--- src/lz77_token_decoder_top_assert.svh ---
// Assertion macros for the LZ77 token decoder.
// Included by lz77_token_decoder_top.sv; expects signals named clock and reset.
`ifndef LZ77_TOKEN_DECODER_TOP_ASSERT_SVH
`define LZ77_TOKEN_DECODER_TOP_ASSERT_SVH

// A condition that must hold at every clock edge outside reset.
`define LTD_ASSERT_HOLDS(label, cond, msg) \
   label: assert property (@(posedge clock) disable iff (reset) (cond)) else $error(msg);

// An antecedent that must be accompanied by a consequent in the same cycle.
`define LTD_ASSERT_IMPLIES(label, ante, cons, msg) \
   label: assert property (@(posedge clock) disable iff (reset) (ante) |-> (cons)) \
      else $error(msg);

`endif

--- src/lz77td_pkg.sv ---
// Shared types and constants for the LZ77 token decoder.
// No dependencies; imported by lz77_token_decoder_top.
package lz77td_pkg;

   // Token bytes of the compressed stream.
   localparam logic [7:0] MARKER_BYTE = 8'h60;
   localparam logic [7:0] ESCAPE_BYTE = 8'hff;

   // Result word layout: four byte lanes and a byte count.
   localparam int OUT_LANES  = 4;
   localparam int COUNT_W    = 3;
   localparam int RSP_DATA_W = 40;

   // Parser phase: what the next code byte means.
   typedef enum logic [1:0] {
      PH_LITERAL = 2'd0,
      PH_MARKER  = 2'd1,
      PH_LENGTH  = 2'd2
   } phase_type;

   // Sequencer states, one-hot.
   typedef enum logic [3:0] {
      ST_IDLE  = 4'b0001,
      ST_READ  = 4'b0010,
      ST_WRITE = 4'b0100,
      ST_FLUSH = 4'b1000
   } state_type;

endpackage

--- src/lz77_token_decoder_top.sv ---
// LZ77 token decoder: takes one compressed byte per word and returns decoded bytes, up to
// four per result word. A literal, or an escaped marker, gives one result. A match of
// length L runs the shared history memory once per copied byte, a read state to fetch
// the source byte and a write state to write it back, plus a flush state to hand off
// each result word, which waits while the result side stalls. Marker and distance bytes
// give nothing. The block takes no new word while a match is being copied. The history
// starts out as zeros; no clearing pass is needed.
// Depends on lz77td_pkg and lz77_token_decoder_top_assert.svh.
`include "lz77_token_decoder_top_assert.svh"

module lz77_token_decoder_top
   import lz77td_pkg::*;
#(
   parameter int HISTORY_DEPTH = 256
) (
   input  logic                  clock,
   input  logic                  reset,
   // Compressed input words.
   input  logic                  req_tvalid,
   output logic                  req_tready,
   input  logic [7:0]            req_tdata,   // [7:0] code_byte
   // Decoded result words.
   output logic                  rsp_tvalid,
   input  logic                  rsp_tready,
   output logic [RSP_DATA_W-1:0] rsp_tdata,   // [7:0] out_byte_0, [15:8] out_byte_1,
                                              // [23:16] out_byte_2, [31:24] out_byte_3,
                                              // [34:32] byte_count, [39:35] zero
   output logic                  rsp_tlast,   // run_last
   output logic                  rsp_tuser    // bad_distance
);

   localparam int AW = $clog2(HISTORY_DEPTH);

   // Control state.
   state_type                       state_ff, state_in;
   phase_type                       phase_ff, phase_in;
   logic [7:0]                      dist_ff, dist_in;
   logic [7:0]                      remain_ff, remain_in;
   logic [COUNT_W-1:0]              cnt_ff, cnt_in;
   logic [AW-1:0]                   ptr_ff, ptr_in;
   logic                            wrap_ff, wrap_in;

   // Lane staging for a match in progress.
   logic [OUT_LANES-1:0][7:0]       lane_ff, lane_in;

   // Output register.
   logic                            rsp_valid_ff, rsp_valid_in;
   logic [OUT_LANES-1:0][7:0]       rsp_bytes_ff;
   logic [COUNT_W-1:0]              rsp_cnt_ff;
   logic                            rsp_last_ff;
   logic                            rsp_bad_ff;

   // Values loaded into the output register.
   logic                            load_out;
   logic [OUT_LANES-1:0][7:0]       ld_bytes;
   logic [COUNT_W-1:0]              ld_cnt;
   logic                            ld_last;
   logic                            ld_bad;

   // History memory ports.
   logic [7:0]                      hist_mem [HISTORY_DEPTH];
   logic                            mem_we;
   logic [7:0]                      mem_wdata;
   logic [AW-1:0]                   rd_addr;
   logic [7:0]                      rd_data_ff;
   logic                            rd_valid_ff;
   logic                            rd_direct;
   logic                            rd_hit;
   logic [AW:0]                     rd_sum;

   logic                            slot_free;
   logic                            req_fire;
   logic                            ptr_at_end;
   logic [AW-1:0]                   ptr_step;
   logic [7:0]                      copy_byte;

   // Handshake.
   assign slot_free  = !rsp_valid_ff || rsp_tready;
   assign req_tready = (state_ff == ST_IDLE) && slot_free;
   assign req_fire   = req_tvalid && req_tready;

   // Write pointer advance with wrap at the history depth.
   assign ptr_at_end = (ptr_ff == AW'(HISTORY_DEPTH - 1));
   assign ptr_step   = ptr_at_end ? '0 : ptr_ff + 1'b1;

   // Source address distance bytes back; entries not yet written read as zero.
   assign rd_direct = (ptr_ff >= AW'(dist_ff));
   assign rd_sum    = {1'b0, ptr_ff} + (AW+1)'(HISTORY_DEPTH) - (AW+1)'(dist_ff);
   assign rd_addr   = rd_direct ? (ptr_ff - AW'(dist_ff)) : rd_sum[AW-1:0];
   assign rd_hit    = wrap_ff || rd_direct;
   assign copy_byte = rd_valid_ff ? rd_data_ff : 8'h00;

   // History memory: one write and one registered read per cycle.
   always_ff @(posedge clock) begin
      if (mem_we) begin
         hist_mem[ptr_ff] <= mem_wdata;
      end
      rd_data_ff  <= hist_mem[rd_addr];
      rd_valid_ff <= rd_hit;
   end

   // Parser and copy sequencer.
   always_comb begin
      state_in     = state_ff;
      phase_in     = phase_ff;
      dist_in      = dist_ff;
      remain_in    = remain_ff;
      cnt_in       = cnt_ff;
      lane_in      = lane_ff;
      mem_we       = 1'b0;
      mem_wdata    = 8'h00;
      load_out     = 1'b0;
      ld_bytes     = '0;
      ld_cnt       = '0;
      ld_last      = 1'b0;
      ld_bad       = 1'b0;

      case (state_ff)
         ST_IDLE: begin
            if (req_fire) begin
               case (phase_ff)
                  PH_MARKER: begin
                     phase_in = PH_LITERAL;
                     if (req_tdata == ESCAPE_BYTE) begin
                        mem_we      = 1'b1;
                        mem_wdata   = MARKER_BYTE;
                        load_out    = 1'b1;
                        ld_bytes[0] = MARKER_BYTE;
                        ld_cnt      = COUNT_W'(1);
                        ld_last     = 1'b1;
                     end else begin
                        dist_in  = req_tdata;
                        phase_in = PH_LENGTH;
                     end
                  end
                  PH_LENGTH: begin
                     phase_in = PH_LITERAL;
                     if (dist_ff == 8'h00) begin
                        load_out = 1'b1;
                        ld_last  = 1'b1;
                        ld_bad   = 1'b1;
                     end else if (req_tdata != 8'h00) begin
                        remain_in = req_tdata;
                        cnt_in    = '0;
                        state_in  = ST_READ;
                     end
                  end
                  default: begin
                     phase_in = PH_LITERAL;
                     if (req_tdata == MARKER_BYTE) begin
                        phase_in = PH_MARKER;
                     end else begin
                        mem_we      = 1'b1;
                        mem_wdata   = req_tdata;
                        load_out    = 1'b1;
                        ld_bytes[0] = req_tdata;
                        ld_cnt      = COUNT_W'(1);
                        ld_last     = 1'b1;
                     end
                  end
               endcase
            end
         end
         ST_READ: begin
            state_in = ST_WRITE;
         end
         ST_WRITE: begin
            // Append the copied byte to the history and to the current lane.
            mem_we                = 1'b1;
            mem_wdata             = copy_byte;
            lane_in[cnt_ff[1:0]]  = copy_byte;
            cnt_in                = cnt_ff + 1'b1;
            remain_in             = remain_ff - 1'b1;
            if (cnt_ff == COUNT_W'(OUT_LANES - 1) || remain_ff == 8'd1) begin
               state_in = ST_FLUSH;
            end else begin
               state_in = ST_READ;
            end
         end
         ST_FLUSH: begin
            if (slot_free) begin
               load_out = 1'b1;
               for (int i = 0; i < OUT_LANES; i++) begin
                  ld_bytes[i] = (COUNT_W'(i) < cnt_ff) ? lane_ff[i] : 8'h00;
               end
               ld_cnt   = cnt_ff;
               ld_last  = (remain_ff == 8'h00);
               cnt_in   = '0;
               state_in = (remain_ff == 8'h00) ? ST_IDLE : ST_READ;
            end
         end
         default: begin
            state_in = ST_IDLE;
         end
      endcase
   end

   // Pointer and fill tracking follow every history write.
   assign ptr_in  = mem_we ? ptr_step : ptr_ff;
   assign wrap_in = wrap_ff || (mem_we && ptr_at_end);

   // Output valid: set on a load, cleared once the word is taken.
   assign rsp_valid_in = load_out || (rsp_valid_ff && !rsp_tready);

   // Control registers.
   always_ff @(posedge clock) begin
      if (reset) begin
         state_ff     <= ST_IDLE;
         phase_ff     <= PH_LITERAL;
         dist_ff      <= 8'h00;
         remain_ff    <= 8'h00;
         cnt_ff       <= '0;
         ptr_ff       <= '0;
         wrap_ff      <= 1'b0;
         rsp_valid_ff <= 1'b0;
      end else begin
         state_ff     <= state_in;
         phase_ff     <= phase_in;
         dist_ff      <= dist_in;
         remain_ff    <= remain_in;
         cnt_ff       <= cnt_in;
         ptr_ff       <= ptr_in;
         wrap_ff      <= wrap_in;
         rsp_valid_ff <= rsp_valid_in;
      end
   end

   // Payload registers.
   always_ff @(posedge clock) begin
      lane_ff <= lane_in;
      if (load_out) begin
         rsp_bytes_ff <= ld_bytes;
         rsp_cnt_ff   <= ld_cnt;
         rsp_last_ff  <= ld_last;
         rsp_bad_ff   <= ld_bad;
      end
   end

   assign rsp_tvalid = rsp_valid_ff;
   assign rsp_tdata  = {(RSP_DATA_W - COUNT_W - 8 * OUT_LANES)'(0), rsp_cnt_ff, rsp_bytes_ff};
   assign rsp_tlast  = rsp_last_ff;
   assign rsp_tuser  = rsp_bad_ff;

   // An error word carries no bytes and closes its run.
   `LTD_ASSERT_IMPLIES(a_bad_word_empty, rsp_valid_ff && rsp_bad_ff, rsp_cnt_ff == '0 && rsp_last_ff, "bad distance word must be empty and last")
   // A short data word only ever ends a run.
   `LTD_ASSERT_IMPLIES(a_short_word_last, rsp_valid_ff && !rsp_bad_ff && rsp_cnt_ff != COUNT_W'(OUT_LANES), rsp_last_ff && rsp_cnt_ff != '0, "partial word must be the last of its run")
   // A flush never hands off an empty lane group.
   `LTD_ASSERT_IMPLIES(a_flush_nonempty, state_ff == ST_FLUSH, cnt_ff != '0 && cnt_ff <= COUNT_W'(OUT_LANES), "flush with no staged bytes")
   // The write pointer stays inside the history.
   `LTD_ASSERT_HOLDS(a_ptr_in_range, ptr_ff <= AW'(HISTORY_DEPTH - 1), "history pointer out of range")

endmodule
--- config.mk ---
export PLATFORM = sky130hd
export DESIGN_NAME = lz77_token_decoder_top
export DESIGN_NICKNAME = d
export VERILOG_FILES = /design/src/lz77td_pkg.sv /design/src/lz77_token_decoder_top.sv
export VERILOG_INCLUDE_DIRS = /design/src /design/src/src
export SDC_FILE = /design/constraint.sdc
export NUM_CORES = 2
export LEC_CHECK = 0
export BUFFER_PORTS_ARGS = -buffer_cell sky130_fd_sc_hd__buf_2
export CORE_MARGIN = 2
export CORE_UTILIZATION = 55
export CTS_BUF_LIST = sky130_fd_sc_hd__clkbuf_8
export DETAILED_ROUTE_END_ITERATION = 10
export PLACE_DENSITY = 0.77
export SKIP_CTS_REPAIR_TIMING = 1
export SLEW_MARGIN = 20
export SYNTH_ARGS = -nofsm -noshare
export SYNTH_HDL_FRONTEND = slang
export SYNTH_SLANG_ARGS = --single-unit
--- constraint.sdc ---
create_clock -name clock -period 6.6 [get_ports clock]
set_input_delay 0.99 -clock clock [delete_from_list [all_inputs] [get_ports clock]]
set_output_delay 0.99 -clock clock [all_outputs]
set_load 0.05 [all_outputs]
# Yosys cells after proc, flatten, opt, wreduce, memory -nomap -nowiden
# Memories as Yosys holds them, arrays and structs flattened. A register that Yosys moved wholly into a read port is not among the register bits.
# Cells that the tools add are included.
# op_classes
addsub	6
magnitude_cmp	7
n_eq_ne	16
mux	56
n_bitwise	1
n_reduce_logical	26
# ops
cell	n
$mux 8	12
$pmux 8 s2	4
$bwmux 32	1
$mux 4	6
$mux 3	6
$add 8x1->8 const B	2
$demux 8 s2	1
$eq 8x8->1 const B	2
$logic_not 8->1	2
$pmux 4 s4	1
$sub 8x8->8	2
$mux 1	13
$pmux 1 s2	6
$reduce_and 3->1	4
$reduce_and 5->1	2
$pmux 3 s3	1
$eq 8x1->1 const B	1
$eq 8x7->1 const B	1
$ge 8x8->1	1
$reduce_bool 8->1	1
$sub 8x1->8 const B	1
$mux 7	1
$lt 1x3->1 const A	2
$lt 2x3->1 const A	2
24 further kinds	37
# totals
register_bits	105
mem_bits_rw	2048
input_bits	12
out_inout_bits	44
wordCells	133
n_memories	1
# memory_table
memory	depth	word_bits	rd	rd_clocked_by_memory_dff	write_ports	line	rtl
hist_mem	256	8	1	1	1	lz77_token_decoder_top.sv:61	logic [7:0] hist_mem [HISTORY_DEPTH];

# Longest topological paths before layout
# logic_depth
depth_word	8
mapped_depth	16
mapped_depth_nobuf	12

# Worst setup path before layout
# No wires, ideal clock.
# synth_path
kind	in2reg
start	in rsp_tready
end	mem hist_mem[0][0] (data pin)
setup_ns	0.865
arrival_time_ns	5.064
t_required_ns	5.735
path_slack_ns	0.672
cell_stages	5
n_path_buf	1
cell_sequence	nand2b_1 > nand3_1 > nor2_1 > clkbuf_1 > a22o_1
# synth_between
elab_chain_cells	5
# synth_rtl
item	line	rtl
start: declaration	lz77_token_decoder_top.sv:24	input logic rsp_tready,
$logic_or 1x1->1	lz77_token_decoder_top.sv:78	assign slot_free = !rsp_valid_ff || rsp_tready;
$logic_and 1x1->1	lz77_token_decoder_top.sv:79	assign req_tready = (state_ff == ST_IDLE) && slot_free;
$logic_and 1x1->1	lz77_token_decoder_top.sv:80	assign req_fire = req_tvalid && req_tready;
$mux 8	lz77_token_decoder_top.sv:120	if (req_fire) begin
$pmux 8 s2	lz77_token_decoder_top.sv:118	case (state_ff)
named net mem_wdata[0]	lz77_token_decoder_top.sv:63	logic [7:0] mem_wdata;
end: declaration	lz77_token_decoder_top.sv:61	
# The timed path passes the listed nets, and every way through them passes these cells.

# Worst setup path after layout
# layout_path
start	reg ptr_ff[0]
end	reg rd_data_ff[2] (read register of hist_mem)
# layout_between
elab_chain_cells	3
word_cells_on_any_way	5
cone_classes	3 x add/sub; 1 x order compare; 1 x mux
# layout_rtl
item	line	rtl
start: declaration	lz77_token_decoder_top.sv:40	logic [AW-1:0] ptr_ff, ptr_in;
start signal: assignment	lz77_token_decoder_top.sv:222	ptr_ff <= ptr_in;
$add 8x1->8	lz77_token_decoder_top.sv:88	assign rd_sum = {1'b0, ptr_ff} + (AW+1)'(HISTORY_DEPTH) - (AW+1)'(dist_ff);
$sub 8x8->8	lz77_token_decoder_top.sv:88	
$mux 8 *	lz77_token_decoder_top.sv:89	assign rd_addr = rd_direct ? (ptr_ff - AW'(dist_ff)) : rd_sum[AW-1:0];
end: declaration	lz77_token_decoder_top.sv:65	logic [7:0] rd_data_ff;
# Mark *: on every way between the ends. The rest lies on a longest branch, timed or not.
# A chain may end at the register's enable or synchronous reset.

==> flow_summary.json <==
{
  "status": "finished clean",
  "port_buffers": 50,
  "antenna_found_initial": 5,
  "avgSynthCellArea_um2": 20.4,
  "synth.largest_area_cell": "edfxtp_1",
  "clock-skew-final_ns": 0.120,
  "mostFrequentLayoutCells": "edfxtp_1, mux4_2, clkbuf_8, nor2_1, nand2_1",
  "cts_root_buf": "clkbuf_8",
  "dr.pass1.iters": 6,
  "fin_area_um2": 93700,
  "die_w_um": 397,
  "syn_area_um2": 84800,
  "hold_ws_ns": 0.275,
  "worstReg2RegEnd": "rd_data_ff[2]",
  "yosysWarningCount": 0,
  "final_antenna_net_count": 0,
  "yosys.area_share.adder_pct": 0.319,
  "fin_tns_setup_ns": 0,
  "nNetsFinal": 4454,
  "setup_ws_ns": 1.41,
  "hp-class": "in -> reg",
  "drive_above_1_share_pct": 25.1,
  "drt_iter0_markers": 6438,
  "post-dp-hpwl_um": 124000,
  "crit_buf_inv": 5,
  "rows": 144,
  "worstSetupEndpointType": "flip-flop",
  "die_y_um": 397,
  "worst_pin_slew_ns": 1.19,
  "multi_input_area_um2": 19200,
  "period_needed_ns": 5.19,
  "fillers": 10200,
  "reg2reg_from": "ptr_ff[0]",
  "area_growth_pct": 10.4,
  "worst-setup-path-type": "reg -> reg",
  "clk_pin_slew_ns": 0.06,
  "syn-instance-count": 4165,
  "dr_total_vias": 43300,
  "place_congestion": 0.889,
  "synth_edf_count": 2117,
  "clockBufferDepth": 4,
  "coreArea_um2": 154000,
  "grt_pass1_vias": 43400,
  "finalSetupViolCount": 0,
  "slew_viol_final": 0,
  "netlist.area_leader.share_pct": 74.9,
  "p_leak_nw": 30.1,
  "crit_start": "ptr_ff[0]",
  "cp_slowest_stage_delay_ns": 1.23,
  "overflow": 0,
  "crit_arrival_ns": 6.03,
  "clk_latency_ns": 1.07,
  "num_io_pins": 56,
  "hold_viol": 0,
  "cts_buffers": 341,
  "pre_cts_ws_ns": 1.28,
  "synth_top_family_by_area": "multiplexers",
  "clock_sinks": 2161,
  "ys_types": 69,
  "cpMaxStageDelayCell": "fa_4",
  "rsz0062_at_grt": "no",
  "synth_xor_area_share_pct": 0.124,
  "cp-start-kind": "flip-flop",
  "hp-start": "req_tdata[0]",
  "worstPathMaxFanout": 30,
  "r2r_slack_ns": 1.41,
  "synth.area.top_cells": "edfxtp_1, mux4_2, nor2_1",
  "critPathTopFamily": "adder cells",
  "reg2regPathDepth": 13,
  "muxShareOfSynthArea_pct": 15.6,
  "fmax_ghz": 0.193,
  "initial_core_util_pct": 55.2,
  "ys_ff_latch": 2161,
  "required_ns": 7.44,
  "regArea_um2": 64500,
  "fin_crit_sh_pct": 78.7,
  "fin_util_pct": 60.9,
  "grt_pass1_wl_um": 297000,
  "cp_cell_sequence": "inv_1 > ha_4 > inv_1 > fa_4 > buf_12 > buf_12 > buf_4 > mux4_2 > mux4_2 > nand2_1 > a21boi_1 > nor4_1 > nand4_1",
  "dpl_cell_area_um2": 87600,
  "routed_wl_um": 203000,
  "cts_max_level": 5,
  "final_common_cell": "edfxtp_1",
  "grt_max_degree": 175,
  "synth_simple_gate_area_share_pct": 4.45,
  "die_area_um2": 157000,
  "cts_tree": "yes",
  "vdd_drop_max_uv": 260,
  "p_per_area_nw_per_um2": 346,
  "viasPerCell": 6.46,
  "synth-seq-area-share_pct": 76.0,
  "synth_compound_gate_area_share_pct": 1.85,
  "min_to": "remain_ff[0]",
  "async_flop_share_pct": 0,
  "max_cap_viol_count": 0,
  "hold_depth": 3,
  "grtUsageTotal_pct": 26.0,
  "drc": 0,
  "synth_flop_cell": "edfxtp_1",
  "relSlewSlack_pct": 20.4,
  "wl_per_cell_um": 30.3
}
## state kept, by name (all words and copies together) (netlist names)
| signal | flops |
|---|---|
| cnt_ff | 3 |
| dist_ff | 8 |
| hist_mem | 2048 |
| lane_ff | 32 |
| phase_ff | 2 |
| ptr_ff | 8 |
| rd_data_ff | 8 |
| rd_valid_ff | 1 |
| remain_ff | 8 |
| rsp_cnt_ff | 3 |
| rsp_tdata | 32 |
| rsp_tlast | 1 |
| rsp_tuser | 1 |
| rsp_tvalid | 1 |
| state_ff | 4 |
| wrap_ff | 1 |
## how the worst max path moves through the flow
| stage | endpoint | slack, ns | cells past startpoint |
|---|---|---|---|
| floorplan | hist_mem[0][0] | 0.67 | 5 |
| detailed placement | rd_data_ff[1] | 1.28 | 13 |
| global placement | rd_data_ff[7] | 1.21 | 13 |
| CTS | rd_data_ff[1] | 1.22 | 13 |
| finish | rd_data_ff[2] | 1.41 | 13 |
| global route | rd_data_ff[7] | 1.39 | 13 |
## area by class of cell
cell class | count | share of cell area, %
diodes | 3 | 0.00802
clock buffers | 360 | 5.29
clock inverters | 215 | 1.19
inverters | 24 | 0.0962
multi-input cells | 1741 | 20.5
flip-flops and latches | 2161 | 68.8
well taps | 2044 | 2.73
repair buffers | 152 | 1.37
## synth_stat cells (3+ instances only)
library cell / n
nor4_1: 10
a32o_1: 10
a22o_1: 14
or3_1: 10
mux2_2: 3
a32oi_1: 38
and3_1: 36
and2_1: 24
nand3_1: 56
o22ai_1: 6
nand2_1: 298
or4_1: 4
o21ai_0: 24
a211oi_1: 6
mux4_2: 558
nand2b_1: 13
buf_1: 11
a22oi_1: 6
o211ai_1: 11
dfxtp_1: 44
a21boi_0: 4
nand4_1: 25
o21a_1: 3
a31oi_1: 15
nor3_1: 21
buf_2: 65
inv_1: 24
mux2i_1: 65
a311oi_1: 9
nor2_1: 326
xor2_1: 8
clkbuf_1: 101
buf_4: 46
a21o_1: 10
nor2b_1: 22
or3b_2: 3
ha_1: 20
buf_6: 17
or2_2: 4
a21boi_1: 7
xnor2_1: 4
a21oi_1: 32
edfxtp_1: 2117
## cell families after synthesis
| family | count (synthesis) |
|---|---|
| flops | 2161 |
| simple gates | 863 |
| mux | 626 |
| buf+inv | 267 |
| compound gates | 214 |
| fa+ha+maj | 21 |
| xor+xnor | 12 |
| other cells | 1 |
## worst reg2reg max path: cells and delay by family, from the launching register on
family / cells / cell delay [ns]
muxes: 2 / 0.84
adders and majority gates: 2 / 1.40
DFF: 1 / 0.37
and+or+nand+nor: 3 / 1.13
buffers and inverters: 5 / 1.11
AOI/OAI and AO/OA: 1 / 0.17
## where the power goes
part / total (W) / internal, W / switching (W)
combinational: 0.00634 / 0.00247 / 0.00388
clock: 0.0104 / 0.00536 / 0.00504
sequential: 0.0157 / 0.0156 / 0.0000862
## per-stage QoR
stage,cells,total power (W)
finish,6700,0.0324
global route,6698,0.0334
CTS,6697,0.0324
detailed placement,6122,0.0222
global placement,6122,0.0221
floorplan,4169,0.0202
## metal layers
metal	share of wire, %	GRT usage [%]
met1	37	35.9
met5	0.0098	0
met2	48	40.3
met4	3.5	9.52
met3	12	7.10
Power figures use the tool's default switching activity.
